**src/sv/chv_pkg.sv**
```systemverilog
// ----------------------------------------------------------------------------
// chv_pkg
// Shared constants, codes and stage structs of the container header validator.
// ----------------------------------------------------------------------------
package chv_pkg;

  localparam int unsigned HEADER_BYTES = 60;
  localparam int unsigned RECORD_BYTES = 48;

  localparam int unsigned MAGIC_W  = 32;
  localparam int unsigned VER_W    = 16;
  localparam int unsigned CNT_W    = 32;
  localparam int unsigned OFS_W    = 64;
  localparam int unsigned FSZ_W    = 63;
  localparam int unsigned COMP_W   = 32;
  localparam int unsigned STATUS_W = 4;
  localparam int unsigned VERD_W   = 2;
  localparam int unsigned ATB_W    = 38;
  localparam int unsigned CFG_IDX_W  = 2;
  localparam int unsigned CFG_DATA_W = 32;

  // full width of asset_count * RECORD_BYTES
  localparam int unsigned TBL_W = CNT_W + $clog2(RECORD_BYTES + 1);
  // section end, one carry bit above the offset width
  localparam int unsigned END_W = OFS_W + 1;

  localparam logic [1:0] ALIGN_MASK = 2'b11;

  typedef enum logic [CFG_IDX_W-1:0] {
    REG_MAGIC = 2'd0,
    REG_MAJOR = 2'd1,
    REG_MINOR = 2'd2
  } cfg_reg_e;

  typedef enum logic [STATUS_W-1:0] {
    ST_OK         = 4'd0,
    ST_SHORT      = 4'd1,
    ST_MAGIC      = 4'd2,
    ST_VERSION    = 4'd3,
    ST_ALIGN      = 4'd4,
    ST_RESERVED   = 4'd5,
    ST_BEYOND_END = 4'd6,
    ST_OVERLAP    = 4'd7,
    ST_DATA_ALIGN = 4'd8
  } status_e;

  typedef enum logic [VERD_W-1:0] {
    VD_OK          = 2'd0,
    VD_MALFORMED   = 2'd1,
    VD_UNSUPPORTED = 2'd2
  } verdict_e;

  typedef struct packed {
    logic [MAGIC_W-1:0] magic;
    logic [VER_W-1:0]   major;
    logic [VER_W-1:0]   minor;
  } cfg_t;

  // after stage A: early checks, table size and section ends
  typedef struct packed {
    logic              f_short;
    logic              f_magic;
    logic              f_version;
    logic              f_align;
    logic              f_reserved;
    logic              f_dalign_pre;
    logic [TBL_W-1:0]  tbl;
    logic [OFS_W-1:0]  ato;
    logic [OFS_W-1:0]  sto;
    logic [OFS_W-1:0]  dso;
    logic [FSZ_W-1:0]  fsz;
    logic [END_W-1:0]  s_end;
    logic [END_W-1:0]  d_end;
    logic [END_W-1:0]  r_end;
  } stage_a_t;

  // after stage B: string and data bounds settled, asset table end formed
  typedef struct packed {
    logic              f_short;
    logic              f_magic;
    logic              f_version;
    logic              f_align;
    logic              f_reserved;
    logic              f_dalign;
    logic              fit_sd;
    logic              col_sd;
    logic [TBL_W-1:0]  tbl;
    logic [OFS_W-1:0]  ato;
    logic [OFS_W-1:0]  sto;
    logic [OFS_W-1:0]  dso;
    logic [FSZ_W-1:0]  fsz;
    logic [END_W-1:0]  s_end;
    logic [END_W-1:0]  d_end;
    logic [END_W-1:0]  a_end;
  } stage_b_t;

endpackage

```
**src/sv/container_header_validator_core.sv**
```systemverilog
// ----------------------------------------------------------------------------
// container_header_validator_core
// Checks one decoded container header per transaction and reports a status,
// a verdict and the asset table size.
// ----------------------------------------------------------------------------
//  channel   direction  signals                                  handshake
//  command   in         start_i, header fields, file_size_i, ...  start_i & !busy_o
//  result    out        done_o, status_o, verdict_o, asset_...   done_o, one cycle
//  config    in         cfg_we_i, cfg_idx_i, cfg_data_i           cfg_we_i
//
//  One transaction is taken every cycle; done_o rises once the accepted
//  header has passed the three register stages (field checks and
//  products, section bounds, overlap and priority). busy_o stays low.
//  Reset clears the stage valid bits and loads the register defaults.
//  The receiver cannot stall, so the pipeline never holds.
// ----------------------------------------------------------------------------
module container_header_validator_core (
  input  logic                           clk_i,
  input  logic                           rst_ni,
  input  logic                           start_i,
  output logic                           busy_o,
  input  logic [chv_pkg::MAGIC_W-1:0]    magic_word_i,
  input  logic [chv_pkg::VER_W-1:0]      major_version_i,
  input  logic [chv_pkg::VER_W-1:0]      minor_version_i,
  input  logic [chv_pkg::CNT_W-1:0]      record_count_i,
  input  logic [chv_pkg::OFS_W-1:0]      asset_table_offset_i,
  input  logic [chv_pkg::OFS_W-1:0]      string_table_offset_i,
  input  logic [chv_pkg::OFS_W-1:0]      string_table_size_i,
  input  logic [chv_pkg::OFS_W-1:0]      data_section_offset_i,
  input  logic [chv_pkg::OFS_W-1:0]      data_section_size_i,
  input  logic [chv_pkg::OFS_W-1:0]      reserved_word_i,
  input  logic [chv_pkg::FSZ_W-1:0]      file_size_i,
  input  logic [chv_pkg::COMP_W-1:0]     first_compression_i,
  output logic                           done_o,
  output logic [chv_pkg::STATUS_W-1:0]   status_o,
  output logic [chv_pkg::VERD_W-1:0]     verdict_o,
  output logic [chv_pkg::ATB_W-1:0]      asset_table_bytes_o,
  input  logic                           cfg_we_i,
  input  logic [chv_pkg::CFG_IDX_W-1:0]  cfg_idx_i,
  input  logic [chv_pkg::CFG_DATA_W-1:0] cfg_data_i
);
  import chv_pkg::*;

  cfg_t     cfg_q;
  logic     accept;
  logic     valid_a, valid_b;
  stage_a_t data_a;
  stage_b_t data_b;

  assign busy_o = 1'b0;
  assign accept = start_i && !busy_o;

  always_ff @(posedge clk_i or negedge rst_ni) begin
    if (!rst_ni) begin
      cfg_q.magic <= '0;
      cfg_q.major <= VER_W'(1);
      cfg_q.minor <= '0;
    end else if (cfg_we_i) begin
      // drop writes to unknown indexes
      case (cfg_idx_i)
        REG_MAGIC: cfg_q.magic <= MAGIC_W'(cfg_data_i);
        REG_MAJOR: cfg_q.major <= cfg_data_i[VER_W-1:0];
        REG_MINOR: cfg_q.minor <= cfg_data_i[VER_W-1:0];
        default:   cfg_q       <= cfg_q;
      endcase
    end
  end

  chv_early u_early (
    .clk_i                 (clk_i),
    .rst_ni                (rst_ni),
    .valid_i               (accept),
    .cfg_i                 (cfg_q),
    .magic_word_i          (magic_word_i),
    .major_version_i       (major_version_i),
    .minor_version_i       (minor_version_i),
    .record_count_i        (record_count_i),
    .asset_table_offset_i  (asset_table_offset_i),
    .string_table_offset_i (string_table_offset_i),
    .string_table_size_i   (string_table_size_i),
    .data_section_offset_i (data_section_offset_i),
    .data_section_size_i   (data_section_size_i),
    .reserved_word_i       (reserved_word_i),
    .file_size_i           (file_size_i),
    .first_compression_i   (first_compression_i),
    .valid_o               (valid_a),
    .data_o                (data_a)
  );

  chv_bounds u_bounds (
    .clk_i   (clk_i),
    .rst_ni  (rst_ni),
    .valid_i (valid_a),
    .data_i  (data_a),
    .valid_o (valid_b),
    .data_o  (data_b)
  );

  chv_resolve u_resolve (
    .clk_i               (clk_i),
    .rst_ni              (rst_ni),
    .valid_i             (valid_b),
    .data_i              (data_b),
    .done_o              (done_o),
    .status_o            (status_o),
    .verdict_o           (verdict_o),
    .asset_table_bytes_o (asset_table_bytes_o)
  );

  a_valid_chain: assert property (@(posedge clk_i) disable iff (!rst_ni)
    done_o |-> $past(valid_b) && $past(valid_a, 2))
    else $error("result strobe without a transaction in flight");

  a_verdict_ok: assert property (@(posedge clk_i) disable iff (!rst_ni)
    done_o |-> ((status_o == ST_OK) == (verdict_o == VD_OK)))
    else $error("verdict and status disagree on success");

  a_verdict_version: assert property (@(posedge clk_i) disable iff (!rst_ni)
    done_o && (status_o == ST_VERSION) |-> (verdict_o == VD_UNSUPPORTED))
    else $error("version failure not reported as unsupported");

  a_status_range: assert property (@(posedge clk_i) disable iff (!rst_ni)
    done_o |-> (status_o <= ST_DATA_ALIGN))
    else $error("status code out of range");

endmodule

```
**src/sv/chv_early.sv**
```systemverilog
// ----------------------------------------------------------------------------
// chv_early
// Stage A: field checks against the registers, table size product and the
// string, data and first-record end sums.
// ----------------------------------------------------------------------------
module chv_early (
  input  logic                      clk_i,
  input  logic                      rst_ni,
  input  logic                      valid_i,
  input  chv_pkg::cfg_t             cfg_i,
  input  logic [chv_pkg::MAGIC_W-1:0] magic_word_i,
  input  logic [chv_pkg::VER_W-1:0] major_version_i,
  input  logic [chv_pkg::VER_W-1:0] minor_version_i,
  input  logic [chv_pkg::CNT_W-1:0] record_count_i,
  input  logic [chv_pkg::OFS_W-1:0] asset_table_offset_i,
  input  logic [chv_pkg::OFS_W-1:0] string_table_offset_i,
  input  logic [chv_pkg::OFS_W-1:0] string_table_size_i,
  input  logic [chv_pkg::OFS_W-1:0] data_section_offset_i,
  input  logic [chv_pkg::OFS_W-1:0] data_section_size_i,
  input  logic [chv_pkg::OFS_W-1:0] reserved_word_i,
  input  logic [chv_pkg::FSZ_W-1:0] file_size_i,
  input  logic [chv_pkg::COMP_W-1:0] first_compression_i,
  output logic                      valid_o,
  output chv_pkg::stage_a_t         data_o
);
  import chv_pkg::*;

  logic     valid_q;
  stage_a_t data_d, data_q;

  always_comb begin
    data_d.f_short   = ({1'b0, file_size_i} < OFS_W'(HEADER_BYTES));
    data_d.f_magic   = (magic_word_i != cfg_i.magic);
    data_d.f_version = (major_version_i != cfg_i.major) ||
                       (minor_version_i != cfg_i.minor);
    data_d.f_align   = ((asset_table_offset_i[1:0] & ALIGN_MASK) != 2'b00) ||
                       ((data_section_offset_i[1:0] & ALIGN_MASK) != 2'b00) ||
                       ((string_table_offset_i[1:0] & ALIGN_MASK) != 2'b00) ||
                       ((string_table_size_i[1:0] & ALIGN_MASK) != 2'b00);
    data_d.f_reserved = (reserved_word_i != '0);
    data_d.f_dalign_pre = ((data_section_size_i[1:0] & ALIGN_MASK) != 2'b00) &&
                          (record_count_i != '0) && (first_compression_i == '0);
    data_d.tbl   = TBL_W'(record_count_i) * TBL_W'(RECORD_BYTES);
    data_d.ato   = asset_table_offset_i;
    data_d.sto   = string_table_offset_i;
    data_d.dso   = data_section_offset_i;
    data_d.fsz   = file_size_i;
    data_d.s_end = {1'b0, string_table_offset_i} + {1'b0, string_table_size_i};
    data_d.d_end = {1'b0, data_section_offset_i} + {1'b0, data_section_size_i};
    data_d.r_end = {1'b0, asset_table_offset_i} + END_W'(RECORD_BYTES);
  end

  always_ff @(posedge clk_i or negedge rst_ni) begin
    if (!rst_ni) begin
      valid_q <= 1'b0;
    end else begin
      valid_q <= valid_i;
    end
  end

  always_ff @(posedge clk_i) begin
    if (valid_i) begin
      data_q <= data_d;
    end
  end

  assign valid_o = valid_q;
  assign data_o  = data_q;

endmodule

```
**src/sv/chv_bounds.sv**
```systemverilog
// ----------------------------------------------------------------------------
// chv_bounds
// Stage B: string and data sections against the file end and each other,
// first-record bound, asset table end sum.
// ----------------------------------------------------------------------------
module chv_bounds (
  input  logic              clk_i,
  input  logic              rst_ni,
  input  logic              valid_i,
  input  chv_pkg::stage_a_t data_i,
  output logic              valid_o,
  output chv_pkg::stage_b_t data_o
);
  import chv_pkg::*;

  logic             valid_q;
  stage_b_t         data_d, data_q;
  logic [OFS_W-1:0] fsz_ext;
  logic             fit_s, fit_d, fit_r;

  always_comb begin
    fsz_ext = {1'b0, data_i.fsz};
    // a carry out of the end sum means the section wraps
    fit_s = !data_i.s_end[OFS_W] && (data_i.s_end[OFS_W-1:0] <= fsz_ext);
    fit_d = !data_i.d_end[OFS_W] && (data_i.d_end[OFS_W-1:0] <= fsz_ext);
    fit_r = !data_i.r_end[OFS_W] && (data_i.r_end[OFS_W-1:0] <= fsz_ext);

    data_d.f_short    = data_i.f_short;
    data_d.f_magic    = data_i.f_magic;
    data_d.f_version  = data_i.f_version;
    data_d.f_align    = data_i.f_align;
    data_d.f_reserved = data_i.f_reserved;
    data_d.f_dalign   = data_i.f_dalign_pre && fit_r;
    data_d.fit_sd     = fit_s && fit_d;
    data_d.col_sd     = data_i.s_end[OFS_W] || data_i.d_end[OFS_W] ||
                        ((data_i.sto < data_i.d_end[OFS_W-1:0]) &&
                         (data_i.dso < data_i.s_end[OFS_W-1:0]));
    data_d.tbl   = data_i.tbl;
    data_d.ato   = data_i.ato;
    data_d.sto   = data_i.sto;
    data_d.dso   = data_i.dso;
    data_d.fsz   = data_i.fsz;
    data_d.s_end = data_i.s_end;
    data_d.d_end = data_i.d_end;
    data_d.a_end = {1'b0, data_i.ato} + END_W'(data_i.tbl);
  end

  always_ff @(posedge clk_i or negedge rst_ni) begin
    if (!rst_ni) begin
      valid_q <= 1'b0;
    end else begin
      valid_q <= valid_i;
    end
  end

  always_ff @(posedge clk_i) begin
    if (valid_i) begin
      data_q <= data_d;
    end
  end

  assign valid_o = valid_q;
  assign data_o  = data_q;

endmodule

```
**src/sv/chv_resolve.sv**
```systemverilog
// ----------------------------------------------------------------------------
// chv_resolve
// Stage C: asset table bound and overlaps, then first-failure priority and
// verdict, registered onto the result ports.
// ----------------------------------------------------------------------------
module chv_resolve (
  input  logic                        clk_i,
  input  logic                        rst_ni,
  input  logic                        valid_i,
  input  chv_pkg::stage_b_t           data_i,
  output logic                        done_o,
  output logic [chv_pkg::STATUS_W-1:0] status_o,
  output logic [chv_pkg::VERD_W-1:0]  verdict_o,
  output logic [chv_pkg::ATB_W-1:0]   asset_table_bytes_o
);
  import chv_pkg::*;

  logic             done_q;
  status_e          status_d, status_q;
  verdict_e         verdict_d, verdict_q;
  logic [ATB_W-1:0] atb_q;
  logic             fit_a, col_as, col_ad;

  always_comb begin
    fit_a  = !data_i.a_end[OFS_W] &&
             (data_i.a_end[OFS_W-1:0] <= {1'b0, data_i.fsz});
    col_as = data_i.a_end[OFS_W] || data_i.s_end[OFS_W] ||
             ((data_i.ato < data_i.s_end[OFS_W-1:0]) &&
              (data_i.sto < data_i.a_end[OFS_W-1:0]));
    col_ad = data_i.a_end[OFS_W] || data_i.d_end[OFS_W] ||
             ((data_i.ato < data_i.d_end[OFS_W-1:0]) &&
              (data_i.dso < data_i.a_end[OFS_W-1:0]));

    // first failure in file order wins
    if (data_i.f_short) begin
      status_d = ST_SHORT;
    end else if (data_i.f_magic) begin
      status_d = ST_MAGIC;
    end else if (data_i.f_version) begin
      status_d = ST_VERSION;
    end else if (data_i.f_align) begin
      status_d = ST_ALIGN;
    end else if (data_i.f_reserved) begin
      status_d = ST_RESERVED;
    end else if (!(fit_a && data_i.fit_sd)) begin
      status_d = ST_BEYOND_END;
    end else if (col_as || col_ad || data_i.col_sd) begin
      status_d = ST_OVERLAP;
    end else if (data_i.f_dalign) begin
      status_d = ST_DATA_ALIGN;
    end else begin
      status_d = ST_OK;
    end

    case (status_d)
      ST_OK:      verdict_d = VD_OK;
      ST_VERSION: verdict_d = VD_UNSUPPORTED;
      default:    verdict_d = VD_MALFORMED;
    endcase
  end

  always_ff @(posedge clk_i or negedge rst_ni) begin
    if (!rst_ni) begin
      done_q <= 1'b0;
    end else begin
      done_q <= valid_i;
    end
  end

  always_ff @(posedge clk_i) begin
    if (valid_i) begin
      status_q  <= status_d;
      verdict_q <= verdict_d;
      atb_q     <= ATB_W'(data_i.tbl);
    end
  end

  assign done_o              = done_q;
  assign status_o            = status_q;
  assign verdict_o           = verdict_q;
  assign asset_table_bytes_o = atb_q;

endmodule
```
**config.mk**
```make
export PLATFORM = sky130hd
export DESIGN_NAME = container_header_validator_core
export DESIGN_NICKNAME = d
export VERILOG_FILES = /design/src/sv/chv_pkg.sv /design/src/sv/container_header_validator_core.sv /design/src/sv/chv_early.sv /design/src/sv/chv_bounds.sv /design/src/sv/chv_resolve.sv
export SDC_FILE = /design/constraint.sdc
export NUM_CORES = 2
export LEC_CHECK = 0
export BUFFER_PORTS_ARGS = -buffer_cell sky130_fd_sc_hd__buf_2
export CORE_ASPECT_RATIO = 0.7
export CORE_MARGIN = 3
export CORE_UTILIZATION = 55
export DETAILED_ROUTE_END_ITERATION = 6
export PLACE_DENSITY = 0.75
export SYNTH_ARGS = -nofsm -noshare
export SYNTH_HDL_FRONTEND = slang
export SYNTH_SLANG_ARGS = --single-unit
```
**constraint.sdc**
```tcl
create_clock -name clk_i -period 14.95 [get_ports clk_i]
set_input_delay 2.99 -clock clk_i [delete_from_list [all_inputs] [get_ports clk_i]]
set_output_delay 2.99 -clock clk_i [all_outputs]
set_load 0.1 [all_outputs]
```
Word level (Yosys, flattened, before mapping)
Cells that the tools add are included.
{"block": "totals", "register_bits": 1089, "in_bits": 613, "output_inout_bits": 46, "wordCells": 111}
{"block": "op_classes", "n_addsub": 4, "n_mul": 1, "order_cmp": 11, "eq_ne": 6, "mux": 9, "n_reduce_logical": 41}
{"cell": "64-bit < comparator", "n": 6}
{"cell": "64-bit by 63-bit <= comparator with 1-bit output", "n": 4}
{"cell": "64-bit by 64-bit adder with 65-bit output", "n": 2}
{"cell": "64-bit by 38-bit adder with 65-bit output", "n": 1}
{"cell": "64-bit by 6-bit adder with 65-bit output (second input constant)", "n": 1}
{"cell": "64-bit nonzero test", "n": 1}
{"cell": "63-bit by 6-bit < comparator with 1-bit output (second input constant)", "n": 1}
{"cell": "32-bit by 2-bit multiplier with 34-bit output (second input constant)", "n": 1}
{"cell": "32-bit zero test", "n": 1}
{"cell": "4-bit 2-to-1 mux", "n": 8}
{"cell": "16-bit != test", "n": 2}
{"cell": "32-bit != test", "n": 1}
{"cell": "32-bit nonzero test", "n": 1}
{"cell": "1-bit logical AND", "n": 12}
{"cell": "1-bit logical OR", "n": 12}
{"cell": "2-bit nonzero test", "n": 5}
{"cell": "2-bit AND reduction", "n": 3}
{"cell": "4-bit by 2-bit == test with 1-bit output (second input constant)", "n": 1}
{"cell": "1-bit zero test", "n": 4}
{"cell": "4-bit zero test", "n": 1}
{"cell": "2-bit case mux with 2 select lines", "n": 1}
{"cell": "2-bit by 1-bit == test with 1-bit output (second input constant)", "n": 1}
{"cell": "2-bit == test (second input constant)", "n": 1}
{"cell": "2-bit zero test", "n": 1}

Depth between registers and ports, before layout
{"block": "logic_depth", "ltp_word": 14, "depth_mapped": 14, "ltp_nobuf": 13}

Modules after synthesis
A second synthesis with hierarchy kept.
{"block": "unflattened", "hier_cells": 5279, "area_unflattened_um2": 62668.9}
{"mod": "chv_early", "n_inst": 1, "cells_per_inst": 2148, "area_per_inst_um2": 25921.1, "seq_area_each_um2": 14619.0}
{"mod": "chv_bounds", "n_inst": 1, "cells_per_inst": 1855, "area_per_inst_um2": 25071.5, "seq_area_each_um2": 14919.3}
{"mod": "chv_resolve", "n_inst": 1, "cells_per_inst": 1138, "area_per_inst_um2": 9245.1, "seq_area_each_um2": 1346.3}
{"mod": "container_header_validator_core", "n_inst": 1, "cells_per_inst": 138, "area_per_inst_um2": 2431.1, "seq_area_each_um2": 1602.8}

Worst setup path before layout
Ideal clock, no wire load.
{"block": "synth_path", "path_type": "flip-flop to flip-flop", "from": "register u_early.valid_q (netlist: u_early.valid_o)", "to": "register u_bounds.valid_q (netlist: u_bounds.valid_o)", "setup_ns": 1.193, "t_arrival_ns": 10.203, "required_ns": 13.757, "path_slack_ns": 3.554, "stages_incl_launch_ff": 1, "n_path_buf": 0, "period_less_slack_ns": 11.396, "path_cell_list": "dfrtp_1"}
{"item": "start: declaration", "line": "chv_early.sv:28", "source": "logic valid_q;"}
{"item": "start signal: assignment", "line": "chv_early.sv:57", "source": "valid_q <= valid_i;"}
{"item": "end signal: assignment", "line": "chv_bounds.sv:52", "source": "valid_q <= valid_i;"}
{"item": "end: declaration", "line": "chv_bounds.sv:16", "source": "logic valid_q;"}
No word-level cell between the ends.

==> impl_metrics.xml <==
<?xml version="1.0" encoding="UTF-8"?>
<metrics>
  <group name="synthesis">
    <metric name="area_contributors_post_synth" unit="">sky130_fd_sc_hd__edfxtp_1 49%, sky130_fd_sc_hd__ha_1 17%, sky130_fd_sc_hd__a21o_1 4.1%, sky130_fd_sc_hd__xnor2_1 3.6%, sky130_fd_sc_hd__inv_1 3.3%</metric>
    <metric name="postSynthCellCount" unit="">5153</metric>
    <metric name="synth_edf_count" unit="">1014</metric>
    <metric name="synth.distinct_cells" unit="">86</metric>
    <metric name="synth.ff_latch_count" unit="">1081</metric>
    <metric name="yosys.area.top_type" unit="">sky130_fd_sc_hd__edfxtp_1</metric>
    <metric name="ys_seq_area_frac" unit="">0.520</metric>
    <metric name="postSynth.asyncResetShare" unit="">0.0620</metric>
    <metric name="synth_warnings" unit="">0</metric>
    <metric name="syn-cell-area" unit="sq um">61800</metric>
    <metric name="dominantRegCellSynth" unit="">sky130_fd_sc_hd__edfxtp_1</metric>
    <metric name="netlist.area_leader.share" unit="">0.493</metric>
    <metric name="mean_cell_area_of_the_mapped_netlist" unit="sq um">12.0</metric>
  </group>
  <group name="drt">
    <metric name="initialDrtViolationCount" unit="">6508</metric>
    <metric name="route.detailed.drc" unit="">0</metric>
    <metric name="ant_nets" unit="">0</metric>
    <metric name="detailroute.via_count" unit="">46000</metric>
    <metric name="postRouteWirelength" unit="mm">203</metric>
    <metric name="via_to_cell_ratio" unit="">6.19</metric>
    <metric name="detailedRoute.firstPassIterationCount" unit="">6</metric>
    <metric name="wl_per_cell" unit="um">27.3</metric>
  </group>
  <group name="timing">
    <metric name="hold_viol_final" unit="">0</metric>
    <metric name="rsz0062_at_grt" unit="">false</metric>
    <metric name="period_share" unit="">0.458</metric>
    <metric name="finalSetupTns" unit="ns">0</metric>
    <metric name="max_slew.worst_pin.slew" unit="ns">1.23</metric>
    <metric name="fin_hold_ws" unit="ns">0.420</metric>
    <metric name="finalSetupViolations" unit="">0</metric>
    <metric name="slew_headroom" unit="">0.159</metric>
    <metric name="drv_slew" unit="">0</metric>
    <metric name="finClkSkew" unit="ns">0.0267</metric>
    <metric name="clock.fmax" unit="GHz">0.146</metric>
    <metric name="final_period_minus_worst_setup_slack" unit="ns">6.84</metric>
  </group>
  <group name="cts">
    <metric name="cts_setup_buffers" unit="">0</metric>
    <metric name="cts.reportedPaths.clkPinSlew" unit="ns">0.06</metric>
    <metric name="tritoncts_clock_tree" unit="">done</metric>
    <metric name="cts.htree.levels" unit="">3</metric>
    <metric name="clock_tree.buffer_depth" unit="">3</metric>
    <metric name="clock-sinks" unit="">1081</metric>
    <metric name="tritoncts.num_buffers" unit="">106</metric>
    <metric name="ctsResizeCount" unit="">0</metric>
    <metric name="root_buffer" unit="">sky130_fd_sc_hd__clkbuf_16</metric>
    <metric name="clkLatencyLatePin" unit="ns">0.72</metric>
    <metric name="postCtsHoldBufs" unit="">0</metric>
  </group>
  <group name="global_route">
    <metric name="first_global_vias" unit="">43400</metric>
    <metric name="all_layer_global_routing_usage" unit="">0.341</metric>
    <metric name="grt_first_pass_wirelength" unit="mm">288</metric>
    <metric name="overflow" unit="">0</metric>
    <metric name="grt_max_degree" unit="">158</metric>
    <metric name="number_of_antenna_violations_at_the_first_check_in_global_routing" unit="">44</metric>
  </group>
  <group name="setup_path">
    <metric name="worst-setup-path-type" unit="">in -&gt; reg</metric>
    <metric name="crit_fanout" unit="">7</metric>
    <metric name="worst_r2r_endpoint" unit="">u_resolve.verdict_o[0]</metric>
    <metric name="worst-r2r-setup-slack" unit="ns">10.16</metric>
    <metric name="critical_path.endpoint_type" unit="">flip-flop</metric>
    <metric name="critical_path.reg2reg.startpoint" unit="">u_bounds.data_o[27]</metric>
    <metric name="crit_arrival" unit="ns">7.30</metric>
    <metric name="critPathSlowestCell" unit="">sky130_fd_sc_hd__a2111oi_0</metric>
    <metric name="critPathBufInv" unit="">1</metric>
    <metric name="crit_path_max_incr_delay" unit="ns">0.98</metric>
    <metric name="family_with_the_most_delay_on_the_worst_path" unit="">compound AO/OA/AOI/OAI gates</metric>
    <metric name="cp_data_required_time" unit="ns">15.41</metric>
    <metric name="critical_path.startpoint_type" unit="">input port</metric>
    <metric name="worstPathCellList" unit="">buf_2, ha_1, and4_1, nor2b_1, nor3_2, a2111oi_1, a2111oi_0, a21oi_2, a21boi_1, a31oi_1, a221oi_1, xnor2_1</metric>
    <metric name="timing.reg2reg.worst_path_depth" unit="">12</metric>
  </group>
  <group name="cells_and_area">
    <metric name="final_cell_mix" unit="">1014 x sky130_fd_sc_hd__edfxtp_1, 842 x sky130_fd_sc_hd__ha_1, 652 x sky130_fd_sc_hd__buf_2</metric>
    <metric name="mostFrequentLayoutCell" unit="">sky130_fd_sc_hd__edfxtp_1</metric>
    <metric name="flow.area_growth_from_synthesis" unit="%">13.9</metric>
    <metric name="layout-drive-gt1-share" unit="">0.157</metric>
    <metric name="final_net_count" unit="">7333</metric>
  </group>
  <group name="pwr">
    <metric name="share_of_total_power_in_combinational_logic" unit="">0.234</metric>
    <metric name="power_leakage" unit="nW">31.5</metric>
    <metric name="net-switching-power" unit="mW">2.78</metric>
    <metric name="max-vdd-ir-drop" unit="mV">0.100</metric>
    <metric name="p_clk_frac" unit="">0.308</metric>
    <metric name="power.share.sequential" unit="">0.458</metric>
    <metric name="cell_internal_pwr" unit="mW">6.12</metric>
    <metric name="netSwitchingFraction" unit="">0.313</metric>
    <metric name="power.density" unit="nW/um^2">126</metric>
  </group>
  <group name="placement">
    <metric name="routabilityCongestion" unit="">0.998</metric>
    <metric name="dpl.hpwl" unit="mm">165</metric>
    <metric name="portBuffers" unit="">653</metric>
  </group>
  <group name="min_path">
    <metric name="hold_depth" unit="">0</metric>
    <metric name="timing.hold.worst.start" unit="">u_bounds.data_o[461]</metric>
    <metric name="min_delay_worst_endpoint" unit="">u_resolve.asset_table_bytes_o[11]</metric>
    <metric name="hp-class" unit="">reg -&gt; reg</metric>
  </group>
  <group name="floorplanning">
    <metric name="core_area" unit="sq um">111000</metric>
    <metric name="floorplan.die_area" unit="sq um">117000</metric>
    <metric name="die_y" unit="um">286</metric>
    <metric name="start_util" unit="">0.557</metric>
    <metric name="std_cell_rows" unit="">102</metric>
    <metric name="die_x" unit="um">407</metric>
    <metric name="ios" unit="">659</metric>
  </group>
  <group name="status">
    <metric name="status" unit="">finished, final reports clean</metric>
  </group>
  <group name="job">
    <metric name="cap_violations" unit="">0</metric>
  </group>
</metrics>
-- final cells by class --
class | instances | area [sq um]
Fill cell | 8732 | 40600
Multi-Input combinational cell | 3455 | 27400
Clock buffer | 131 | 2830
Sequential cell | 1081 | 32100
Inverter | 548 | 2060
Timing Repair Buffer | 682 | 3520
Tap cell | 1456 | 1820
Antenna cell | 16 | 40.0
Clock inverter | 69 | 654
-- power groups by stage --
stage | logic [mW] | registers [mW] | clock network, mW
global route | 2.28 | 4.10 | 2.89
detailed placement | 2.01 | 4.12 | 0
finish | 2.08 | 4.08 | 2.74
global placement | 1.95 | 4.12 | 0
floorplan | 1.27 | 4.04 | 0
CTS | 2.04 | 4.07 | 2.77
-- per-layer routing --
layer	wire (um)	GRT usage
met5	144	0
met4	5150	0.0789
met3	25800	0.0915
met2	84200	0.483
met1	87900	0.519
-- registers in the layout, summed over array words and instances, names as in the netlist --
register / flops
cfg_q: 64
u_bounds.data_o: 488
u_bounds.valid_o: 1
u_early.data_o: 486
u_early.valid_o: 1
u_resolve.asset_table_bytes_o: 34
u_resolve.done_o: 1
u_resolve.status_o: 4
u_resolve.verdict_o: 2
-- cells by family (layout without fill, tap and decap cells) --
logic type / count (synthesis) / in the layout / synth area share
compound gates: 1180 / 1180 / 0.125
flops: 1081 / 1081 / 0.520
simple gates: 1034 / 1034 / 0.0878
fa+ha+maj: 846 / 846 / 0.172
buf+inv: 621 / 1430 / 0.0382
xor+xnor: 323 / 323 / 0.0458
mux: 67 / 67 / 0.0122
other cells: 1 / 21 / 0.0000607
-- Yosys cell counts (all sizes together) (47+ instances only) --
library cell     n
nor2           199
inv            548
ha             842
xor2            67
nor4            70
dfrtp           66
nor3            52
nand2b          47
nand3           85
nand2          185
a21oi          348
edfxtp        1014
a21o           337
mux2            65
xnor2          256
nor2b           63
o21ai          181
nand4          202
clkbuf          60
-- per-stage QoR --
step / util / instance area [sq um] / total power [mW] / cells / worst slack, ns
floorplan: - / 61800 / 5.31 / 5157 / 3.55
global route: 0.634 / 70400 / 9.27 / 7431 / 8.02
CTS: 0.634 / 70400 / 8.87 / 7422 / 8.27
detailed placement: 0.603 / 66900 / 6.14 / 7222 / 7.50
finish: 0.634 / 70400 / 8.90 / 7438 / 8.11
global placement: 0.603 / 66900 / 6.07 / 7222 / 7.62
-- how the worst max path moves through the flow --
stage	slack (ns)	cells past startpoint	start	endpoint
floorplan	3.55	0	u_early.valid_o	u_bounds.valid_o
global placement	7.62	12	string_table_offset_i[10]	u_early.data_o[192]
CTS	8.27	12	string_table_offset_i[10]	u_early.data_o[192]
detailed placement	7.50	12	string_table_offset_i[10]	u_early.data_o[192]
global route	8.02	12	string_table_offset_i[10]	u_early.data_o[192]
finish	8.11	12	string_table_offset_i[10]	u_early.data_o[192]
-- worst reg2reg max path, stage by stage (launching register included) --
cell	delay, ns
sky130_fd_sc_hd__edfxtp_1	0.50
sky130_fd_sc_hd__inv_1	0.12
sky130_fd_sc_hd__ha_1	0.32
sky130_fd_sc_hd__nand4_1	0.25
sky130_fd_sc_hd__nor4_1	0.53
sky130_fd_sc_hd__nor2b_1	0.44
sky130_fd_sc_hd__a221oi_1	0.22
sky130_fd_sc_hd__o2111ai_1	0.23
sky130_fd_sc_hd__a41oi_1	0.19
sky130_fd_sc_hd__o211ai_1	0.44
sky130_fd_sc_hd__o22ai_1	0.45
sky130_fd_sc_hd__nor4_1	0.59
sky130_fd_sc_hd__a21oi_1	0.22
Power figures use the tool's default switching activity.
